===== src/sv/fpsm_pkg.sv =====
// Shared types and codes for the failover pair role unit.
// No dependencies; used by every module of the block.
`timescale 1ns / 1ps

package fpsm_pkg;

  typedef enum logic [2:0] {
    ROLE_NONE    = 3'd0,
    ROLE_PRIMARY = 3'd1,
    ROLE_STANDBY = 3'd2,
    ROLE_ACTIVE  = 3'd3,
    ROLE_PASSIVE = 3'd4
  } role_t;

  localparam logic [1:0] REQ_TICK   = 2'd0;
  localparam logic [1:0] REQ_PEER   = 2'd1;
  localparam logic [1:0] REQ_CLIENT = 2'd2;

  localparam logic [2:0] EV_INVALID = 3'd0;
  localparam logic [2:0] EV_PRIMARY = 3'd1;
  localparam logic [2:0] EV_STANDBY = 3'd2;
  localparam logic [2:0] EV_ACTIVE  = 3'd3;
  localparam logic [2:0] EV_PASSIVE = 3'd4;
  localparam logic [2:0] EV_CLIENT  = 3'd5;

  localparam logic CFG_START_ROLE = 1'b0;
  localparam logic CFG_HB_PERIOD  = 1'b1;

  localparam logic [1:0]  RESET_START_ROLE = 2'd1;
  localparam logic [15:0] RESET_HB_PERIOD  = 16'd1000;

  typedef struct packed {
    logic [1:0] req_type;
    logic [2:0] peer_state;
  } in_item_t;

  typedef struct packed {
    logic       rejected;
    logic       fatal;
    logic [2:0] role;
    logic [2:0] last_event;
    logic       send_heartbeat;
  } out_item_t;

  // Timer controls from the role logic, valid in the cycle of an accepted request.
  typedef struct packed {
    logic tick;
    logic reload_expiry;
  } tmr_ctl_t;

endpackage


===== src/sv/failover_pair_state_machine_unit.sv =====
// Failover pair role unit: one result per request, written to the result
// register as the request is accepted. Throughput 1 request per
// cycle; the result register decouples the channels so a new request is taken
// whenever the result register is empty or being drained.
// Synchronous active-low reset: role = primary, heartbeat period 1000,
// countdowns reloaded, halt flag and last event cleared, no result pending.
// Depends on fpsm_pkg, fpsm_role and fpsm_timer.
`timescale 1ns / 1ps

module failover_pair_state_machine_unit (
  input  logic                clk,
  input  logic                rst_n,
  input  logic                in_valid,
  output logic                in_ready,
  input  fpsm_pkg::in_item_t  in_data,
  output logic                out_valid,
  input  logic                out_ready,
  output fpsm_pkg::out_item_t out_data,
  input  logic                cfg_we,
  input  logic                cfg_addr,
  input  logic [15:0]         cfg_wdata
);

  logic                accept;
  fpsm_pkg::tmr_ctl_t  tmr_ctl;
  logic                expired, heartbeat;
  logic                rejected, fatal;
  logic [2:0]          role, last_event;
  fpsm_pkg::out_item_t result;
  logic                out_valid_r, out_valid_nxt;
  fpsm_pkg::out_item_t out_data_r, out_data_nxt;

  assign in_ready = !out_valid_r || out_ready;
  assign accept   = in_valid && in_ready;

  fpsm_role u_role (
    .clk        (clk),
    .rst_n      (rst_n),
    .accept     (accept),
    .item       (in_data),
    .expired    (expired),
    .cfg_we     (cfg_we),
    .cfg_addr   (cfg_addr),
    .cfg_wdata  (cfg_wdata[1:0]),
    .tmr_ctl    (tmr_ctl),
    .rejected   (rejected),
    .fatal      (fatal),
    .role       (role),
    .last_event (last_event)
  );

  fpsm_timer u_timer (
    .clk       (clk),
    .rst_n     (rst_n),
    .ctl       (tmr_ctl),
    .cfg_we    (cfg_we),
    .cfg_addr  (cfg_addr),
    .cfg_wdata (cfg_wdata),
    .expired   (expired),
    .heartbeat (heartbeat)
  );

  assign result = {rejected, fatal, role, last_event, heartbeat};

  always_comb begin
    out_valid_nxt = out_valid_r;
    out_data_nxt  = out_data_r;
    if (accept) begin
      out_valid_nxt = 1'b1;
      out_data_nxt  = result;
    end else if (out_ready) begin
      out_valid_nxt = 1'b0;
    end
  end

  always_ff @(posedge clk) begin
    if (!rst_n) begin
      out_valid_r <= 1'b0;
    end else begin
      out_valid_r <= out_valid_nxt;
    end
  end

  // Payload holds while stalled; no reset needed.
  always_ff @(posedge clk) begin
    out_data_r <= out_data_nxt;
  end

  assign out_valid = out_valid_r;
  assign out_data  = out_data_r;

endmodule


===== src/sv/fpsm_timer.sv =====
// Heartbeat and peer expiry countdowns, plus the heartbeat period register.
// Depends on fpsm_pkg for the timer control struct and register codes.
`timescale 1ns / 1ps

module fpsm_timer (
  input  logic             clk,
  input  logic             rst_n,
  input  fpsm_pkg::tmr_ctl_t ctl,
  input  logic             cfg_we,
  input  logic             cfg_addr,
  input  logic [15:0]      cfg_wdata,
  output logic             expired,
  output logic             heartbeat
);

  logic [15:0] period_r, period_nxt;
  logic [15:0] hb_cnt_r, hb_cnt_nxt;
  logic [16:0] expiry_r, expiry_nxt;

  assign expired   = (expiry_r == 17'd0);
  assign heartbeat = ctl.tick && (hb_cnt_r <= 16'd1);

  always_comb begin
    period_nxt = period_r;
    hb_cnt_nxt = hb_cnt_r;
    expiry_nxt = expiry_r;
    if (cfg_we && cfg_addr == fpsm_pkg::CFG_HB_PERIOD) begin
      period_nxt = cfg_wdata;
      hb_cnt_nxt = cfg_wdata;
      expiry_nxt = {cfg_wdata, 1'b0};
    end else if (ctl.tick) begin
      if (!expired) begin
        expiry_nxt = expiry_r - 17'd1;
      end
      if (hb_cnt_r <= 16'd1) begin
        hb_cnt_nxt = period_r;
      end else begin
        hb_cnt_nxt = hb_cnt_r - 16'd1;
      end
    end else if (ctl.reload_expiry) begin
      expiry_nxt = {period_r, 1'b0};
    end
  end

  always_ff @(posedge clk) begin
    if (!rst_n) begin
      period_r <= fpsm_pkg::RESET_HB_PERIOD;
      hb_cnt_r <= fpsm_pkg::RESET_HB_PERIOD;
      expiry_r <= {fpsm_pkg::RESET_HB_PERIOD, 1'b0};
    end else begin
      period_r <= period_nxt;
      hb_cnt_r <= hb_cnt_nxt;
      expiry_r <= expiry_nxt;
    end
  end

endmodule


===== src/sv/fpsm_role.sv =====
// Role state machine: peer and client event checks, halt flag, last event.
// Depends on fpsm_pkg for role, event and request codes and the item structs.
`timescale 1ns / 1ps

module fpsm_role (
  input  logic                clk,
  input  logic                rst_n,
  input  logic                accept,
  input  fpsm_pkg::in_item_t  item,
  input  logic                expired,
  input  logic                cfg_we,
  input  logic                cfg_addr,
  input  logic [1:0]          cfg_wdata,
  output fpsm_pkg::tmr_ctl_t  tmr_ctl,
  output logic                rejected,
  output logic                fatal,
  output logic [2:0]          role,
  output logic [2:0]          last_event
);

  fpsm_pkg::role_t role_r, role_nxt;
  logic [2:0]      event_r, event_nxt;
  logic            halted_r, halted_nxt;
  logic            is_peer, is_client, checked;
  logic [2:0]      ev;
  logic            fail;

  assign is_peer   = accept && !halted_r && item.req_type == fpsm_pkg::REQ_PEER;
  assign is_client = accept && !halted_r && item.req_type == fpsm_pkg::REQ_CLIENT;
  assign checked   = is_peer || is_client;

  // Out-of-range peer roles count as an invalid event.
  always_comb begin
    if (is_client) begin
      ev = fpsm_pkg::EV_CLIENT;
    end else if (item.peer_state > fpsm_pkg::EV_PASSIVE) begin
      ev = fpsm_pkg::EV_INVALID;
    end else begin
      ev = item.peer_state;
    end
  end

  // Next role.
  always_comb begin
    role_nxt = role_r;
    if (cfg_we && cfg_addr == fpsm_pkg::CFG_START_ROLE) begin
      role_nxt = fpsm_pkg::role_t'({1'b0, cfg_wdata});
    end else if (checked) begin
      case (role_r)
        fpsm_pkg::ROLE_PRIMARY: begin
          if (ev == fpsm_pkg::EV_STANDBY) begin
            role_nxt = fpsm_pkg::ROLE_ACTIVE;
          end else if (ev == fpsm_pkg::EV_ACTIVE) begin
            role_nxt = fpsm_pkg::ROLE_PASSIVE;
          end
        end
        fpsm_pkg::ROLE_STANDBY: begin
          if (ev == fpsm_pkg::EV_ACTIVE) begin
            role_nxt = fpsm_pkg::ROLE_PASSIVE;
          end
        end
        fpsm_pkg::ROLE_PASSIVE: begin
          // Fail over on a peer that restarted, or on a client once the peer went silent.
          if (ev == fpsm_pkg::EV_PRIMARY || ev == fpsm_pkg::EV_STANDBY ||
              (ev == fpsm_pkg::EV_CLIENT && expired)) begin
            role_nxt = fpsm_pkg::ROLE_ACTIVE;
          end
        end
        default: role_nxt = role_r;
      endcase
    end
  end

  // Check outcome and flags.
  always_comb begin
    fail = 1'b0;
    if (checked) begin
      case (role_r)
        fpsm_pkg::ROLE_STANDBY: fail = (ev == fpsm_pkg::EV_CLIENT);
        fpsm_pkg::ROLE_ACTIVE:  fail = (ev == fpsm_pkg::EV_ACTIVE);
        fpsm_pkg::ROLE_PASSIVE: fail = (ev == fpsm_pkg::EV_PASSIVE) ||
                                       (ev == fpsm_pkg::EV_CLIENT && !expired);
        default:                fail = 1'b0;
      endcase
    end
    event_nxt  = checked ? ev : event_r;
    halted_nxt = halted_r || (is_peer && fail);
    rejected   = halted_r || fail;
    tmr_ctl.tick = accept && !halted_r && item.req_type == fpsm_pkg::REQ_TICK;
    tmr_ctl.reload_expiry = is_peer && !fail;
  end

  assign fatal      = halted_nxt;
  assign role       = role_nxt;
  assign last_event = event_nxt;

  always_ff @(posedge clk) begin
    if (!rst_n) begin
      role_r   <= fpsm_pkg::role_t'({1'b0, fpsm_pkg::RESET_START_ROLE});
      event_r  <= fpsm_pkg::EV_INVALID;
      halted_r <= 1'b0;
    end else begin
      role_r   <= role_nxt;
      event_r  <= event_nxt;
      halted_r <= halted_nxt;
    end
  end

endmodule


===== config.mk =====
export PLATFORM = sky130hd
export DESIGN_NAME = failover_pair_state_machine_unit
export DESIGN_NICKNAME = d
export VERILOG_FILES = /design/src/sv/fpsm_pkg.sv /design/src/sv/failover_pair_state_machine_unit.sv /design/src/sv/fpsm_timer.sv /design/src/sv/fpsm_role.sv
export SDC_FILE = /design/constraint.sdc
export NUM_CORES = 1
export LEC_CHECK = 0
export BUFFER_PORTS_ARGS = -buffer_cell sky130_fd_sc_hd__buf_4
export CORE_ASPECT_RATIO = 0.6
export CORE_MARGIN = 3
export CORE_UTILIZATION = 41
export DETAILED_ROUTE_END_ITERATION = 8
export HOLD_SLACK_MARGIN = 0.03
export SLEW_MARGIN = 20
export SYNTH_ARGS = -nofsm -noshare
export SYNTH_HDL_FRONTEND = slang
export SYNTH_SLANG_ARGS = --single-unit

===== constraint.sdc =====
create_clock -name clk -period 2.9 [get_ports clk]
set_clock_uncertainty 0.1 [all_clocks]
set_input_delay 0.145 -clock clk [delete_from_list [all_inputs] [get_ports clk]]
set_output_delay 0.145 -clock clk [all_outputs]
set_load 0.05 [all_outputs]

[Word level (Yosys, flattened, before mapping)]
Index checks and enable logic that the tools add are counted.
Cells by class
  add/sub/neg operators: 2
  multipliers: 0
  div/mod/pow operators: 0
  $lt $le $gt $ge: 2
  equal/unequal tests: 13
  shift operators: 0
  mux-type cells: 20
  bitwise gates (word level): 2
  reduce and logical (&&, ||, !) cells: 32
Operators by type and width (number)
  17-bit two-way mux: 4
  16-bit two-way mux: 3
  3-bit two-way mux: 8
  17-bit logical NOT: 1
  17-bit by 1-bit subtractor with 17-bit output (second input constant): 1
  16-bit by 1-bit less-or-equal comparator with 1-bit output (second input constant): 1
  16-bit by 1-bit subtractor with 16-bit output (second input constant): 1
  3-bit by 2-bit == test with 1-bit output (second input constant): 4
  1-bit logical AND: 12
  3-bit == test (second input constant): 3
  3-bit one-hot mux with 3 select lines: 1
  1-bit logical OR: 7
  3-bit by 1-bit == test with 1-bit output (second input constant): 2
  2-bit nonzero test: 3
  1-bit logical NOT: 4
  2-bit AND reduction: 2
  3-bit > comparator (second input constant): 1
  1-bit two-way mux: 3
  3-bit != test (second input constant): 1
  1-bit one-hot mux with 3 select lines: 1
  3-bit nonzero test: 1
  2-bit by 1-bit == test with 1-bit output (second input constant): 1
  2-bit == test (second input constant): 1
  2-bit logical NOT: 1
  3 further kinds: 4
Word-level totals
  bits in registers: 66
  latch bits: 0
  memory bits (writable): 0
  memory bits (read-only): 0
  word-level logic and storage cells: 84
  memories kept: 0

[Longest topological paths before layout]
  depth in word-level cells: 16
  gate-level depth with buffers: 10
  gate-level depth less buffers: 9

[Modules after synthesis]
Synthesis repeated with hierarchy kept, for this count alone.
Unflattened totals
  cells, all modules: 483
  area total of the unflattened synthesis: 4010.1 µm²
Modules (own cells, without submodules)
  fpsm_timer: instances 1, cells an instance 382, area an instance 2990.4 µm², sequential area each 980.9 µm²
  fpsm_role: instances 1, cells an instance 87, area an instance 691.9 µm², sequential area each 140.1 µm²
  failover_pair_state_machine_unit: instances 1, cells an instance 14, area an instance 327.8 µm², sequential area each 290.3 µm²

[Least setup slack after synthesis]
OpenSTA, ideal clock, no wires.
  kind: register to register
  start point: register out_valid_r (netlist: out_valid)
  end point: register u_timer.expiry_r[14]
  library setup time: 117 ps
  arrival: 2309 ps
  required time: 2683 ps
  path slack: 374 ps
  cell stages (with the launch flop): 10
  buffers on the path: 2
  clock period less this slack: 2526 ps
  cells stage by stage: dfxtp_1 > nand2b_1 > buf_2 > nand4b_2 > nor4_2 > o21ai_2 > o211ai_2 > buf_6 > nand2_2 > a32o_1
Between the ends
  longest elaborated chain between the ends: 15
  elaborated cells on any way between the ends: 23
RTL lines
  start, declared: line failover_pair_state_machine_unit.sv:30  | logic out_valid_r, out_valid_nxt;
  start signal, assigned: line failover_pair_state_machine_unit.sv:80  | out_valid_r <= out_valid_nxt;
  1-bit logical NOT *: line failover_pair_state_machine_unit.sv:33  | assign in_ready = !out_valid_r || out_ready;
  1-bit logical OR *: line failover_pair_state_machine_unit.sv:33
  net in_ready: line failover_pair_state_machine_unit.sv:14  | output logic in_ready,
  1-bit logical AND *: line failover_pair_state_machine_unit.sv:34  | assign accept = in_valid && in_ready;
  1-bit logical AND *: line fpsm_role.sv:28, fpsm_role.sv:29, fpsm_role.sv:89
  1-bit logical AND: line fpsm_role.sv:29  | assign is_client = accept && !halted_r && item.req_type == fpsm_pkg::REQ_CLIENT;
  3-bit two-way mux: line fpsm_role.sv:34  | if (is_client) begin
  3-bit == test: line fpsm_role.sv:79, fpsm_role.sv:82
  1-bit logical AND: line fpsm_role.sv:82  | (ev == fpsm_pkg::EV_CLIENT && !expired);
  1-bit logical OR: line fpsm_role.sv:81  | fpsm_pkg::ROLE_PASSIVE: fail = (ev == fpsm_pkg::EV_PASSIVE) ||
  1-bit one-hot mux with 3 select lines: line fpsm_role.sv:78  | case (role_r)
  1-bit two-way mux: line fpsm_role.sv:77  | if (checked) begin
  1-bit logical NOT: line fpsm_role.sv:90  | tmr_ctl.reload_expiry = is_peer && !fail;
  1-bit logical AND: line fpsm_role.sv:90
  3-bit nonzero test (no source line)
  2-bit AND reduction (no source line)
  end signal, assigned: line fpsm_timer.sv:49  | expiry_r <= {fpsm_pkg::RESET_HB_PERIOD, 1'b0};
  end signal, assigned: line fpsm_timer.sv:53  | expiry_r <= expiry_nxt;
  end, declared: line fpsm_timer.sv:18  | logic [16:0] expiry_r, expiry_nxt;
The timed path passes the listed nets; every way through them passes the cells marked *.
A chain may end at the register's enable or synchronous reset.

[Final worst setup path]
  start point: input in_valid
  end point: register u_timer.expiry_r[14]
Between the ends
  longest elaborated chain between the ends: 13
  elaborated cells on any way between the ends: 21
RTL lines
  start, declared: line failover_pair_state_machine_unit.sv:13  | input logic in_valid,
  1-bit logical AND *: line failover_pair_state_machine_unit.sv:34
  1-bit logical AND *: line fpsm_role.sv:28, fpsm_role.sv:29, fpsm_role.sv:89
  1-bit logical AND: line fpsm_role.sv:29
  3-bit two-way mux: line fpsm_role.sv:34
  3-bit == test: line fpsm_role.sv:79, fpsm_role.sv:82
  1-bit logical AND: line fpsm_role.sv:82
  1-bit logical OR: line fpsm_role.sv:81
  1-bit one-hot mux with 3 select lines: line fpsm_role.sv:78
  1-bit two-way mux: line fpsm_role.sv:77
  1-bit logical NOT: line fpsm_role.sv:90
  1-bit logical AND: line fpsm_role.sv:90
  3-bit nonzero test (no source line)
  2-bit AND reduction (no source line)
Mark *: on every way between the ends. The rest lies on a longest branch, timed or not.

==> flow_summary.toml <==
[worst_setup_path]
required_ns = 3.02
cp-start-kind = "input port"
path_class = "in -> reg"
endpoint_kind = "flop"
crit_fanout = 9
cp.arrival_ns = 2.79

[detailed_routing]
routed_wl_um = 10700
wire_per_inst_um = 17.2
drcViolationCount = 0
dr_total_vias = 3621
drtIter0Drc = 312
vias_per_cell = 5.81
drt_first_pass_iters = 5
postRouteAntennaNets = 0

[yosys]
ys_ff_latch = 66
synth_area_leader_cell = "dfxtp_1"
ys_warn_count = 0
synthFlopType = "dfxtp_1"
synth_common_cells = "nand2_1 (68), dfxtp_1 (57), nor2_1 (43)"
avgSynthCellArea_um2 = 8.23
netlist_area_um2 = 3750
synth_edf_count = 9
syn_inst = 456
post-synth-top-count-cell = "nand2_1"
ys_seq_area_share_pct = 37.6
synth_top_area_share_pct = 30.4
synthArstFlopShare_pct = 0
synth.area.top_cells = "dfxtp_1 (30%), edfxtp_1 (7.2%), nand2_1 (6.8%), nor2_1 (4.3%), a21oi_1 (3.6%)"
synth_cell_type_count = 71
synth_fp_nets = 487

[global_route]
grt_pass1_wl_um = 17700
grt_overflow = 0
antenna_found_initial = 0
grt_max_degree = 42
grt_pass1_vias = 3403
grt_util_all_layers_pct = 21.8

[floorplan]
ios = 38
dieArea_um2 = 10400
die_w_um = 130
start_util_pct = 43.1
rows = 26
die_h_um = 80.1
coreArea_um2 = 8720

[placed_design]
finalWeightedCongestion = 0.884
dpl.hpwl_um = 7700
io_buffers = 37

[clocking]
path_clk_slew_ns = 0.05
cts_tree = "yes"
clkLatencyLatePin_ns = 0.33
cts_root_buffer = "clkbuf_16"
clock_path_buffers = 2
cts.sinks = 66
post-cts-setup-buffer-count = 0
cts_made_buffers = 9
cts_max_level = 3

[pwr]
powerDensity_nw_per_um2 = 531
ir_worst_vdd_v = 0.000272
power.leakage_uw = 0.00174

[timing]
setup_tns_ns = 0
max_slew_margin_pct = 54.2
hold_viol_final = 0
whs_ns = 0.119
rsz0062_at_grt = "false"
fin_crit_sh_pct = 92.1
period_needed_ns = 2.67
fmax_ghz = 0.374
finalMaxSlewViolations = 0
max_slew.worst_pin.slew_ns = 0.686
final-setup-viol-count = 0

[layout]
diodes = 0
post-route-util_pct = 52.6
final_nets = 538
area_growth_pct = 22.2
drive_gt1_share_pct = 17.4

[flow_run]
drv_cap = 0

[status]
status = "completed"

[hold_path]
hp-class = "in -> reg"
cell families (layout without fill, tap and decap cells):
group / count (synthesis) / count (layout) / share of synthesized area, %
muxes: 1 / 1 / 0.267
DFF: 66 / 66 / 37.6
and+or+nand+nor: 194 / 194 / 26.6
buffers and inverters: 40 / 95 / 4.37
xor gates and xnor gates: 12 / 12 / 2.80
adders and majority gates: 4 / 4 / 1.33
AOI/OAI and AO/OA: 139 / 139 / 27.1
area by class of cell:
type	count	area [um2]
clock buffer	15	258
tap	112	140
timing repair buffer	68	553
sequential	66	1410
multi-input combinational	350	2180
inverter	12	45.0
fill	844	4130
routing by layer:
layer	routed length [um]	track usage, %	up-vias
met5	0	0	-
li1	-	-	1780
met3	645	5.38	16
met2	4370	30.3	112
met4	131	5.19	0
met1	5550	33.3	1713
through the flow:
step | std cells | total power [uW] | setup WS [ns] | instance area [um2]
6_report | 623 | 2430 | 0.229 | 4590
5_1_grt | 623 | 2540 | 0.0416 | 4590
4_1_cts | 623 | 2450 | 0.270 | 4590
3_5_place_dp | 591 | 1460 | 0.336 | 4160
3_3_place_gp | 591 | 1450 | 0.419 | 4160
2_1_floorplan | 456 | 1320 | 0.374 | 3750
layout by cell type, fill, tap and decap left out, types with 5 or more instances in the layout:
cell	count
nand2_1	68
dfxtp_1	57
buf_4	51
nor2_1	43
a21oi_1	27
o21ai_0	26
dlygate4sd3_1	17
nor3_1	16
a31oi_1	13
inv_1	12
nand3_1	12
a21boi_0	10
clkbuf_16	9
edfxtp_1	9
and2_1	8
nor4_1	8
xor2_1	7
nand4_1	6
o21ai_1	6
o211ai_1	6
xnor2_1	5
clkbuf_1	5
where the power goes:
group	switching, uW	total [uW]	leakage, uW	internal (uW)
sequential	64.2	1050	0.000559	988
combinational	242	413	0.00106	170
clock	370	969	0.000124	598
sequential cells by signal (all words and copies together) (netlist names):
name and cells:
u_timer.hb_cnt_r 16, out_data 9, u_role.halted_r 1, u_role.role_r 3, out_valid 1, u_timer.period_r 16
u_timer.expiry_r 17, u_role.event_r 3
repair_timing:
action / CTS / global route
hold buffers: 17 / 0
resized for setup: 0 / 0
endpoints found under the hold margin: 30 / 0
worst paths after layout:
kind / end / start / cells past startpoint / slack, ns
hold / removal: u_timer.period_r[7] / rst_n / 2 / 0.12
setup / recovery: u_timer.expiry_r[14] / in_valid / 10 / 0.23
hold reg to reg: u_timer.period_r[3] / u_timer.period_r[3] / 2 / 0.38
setup reg to reg: u_timer.expiry_r[14] / u_timer.expiry_r[4] / 8 / 0.26
worst max-delay path: stages:
cell           delay [ns]
dlygate4sd3_1        0.53
buf_4                0.11
and2b_2              0.19
nand4b_2             0.28
nor4_2               0.45
o21ai_2              0.17
o211ai_2             0.38
buf_4                0.24
nand2_2              0.05
a32o_1               0.25
(Power assumes the default switching activity.)
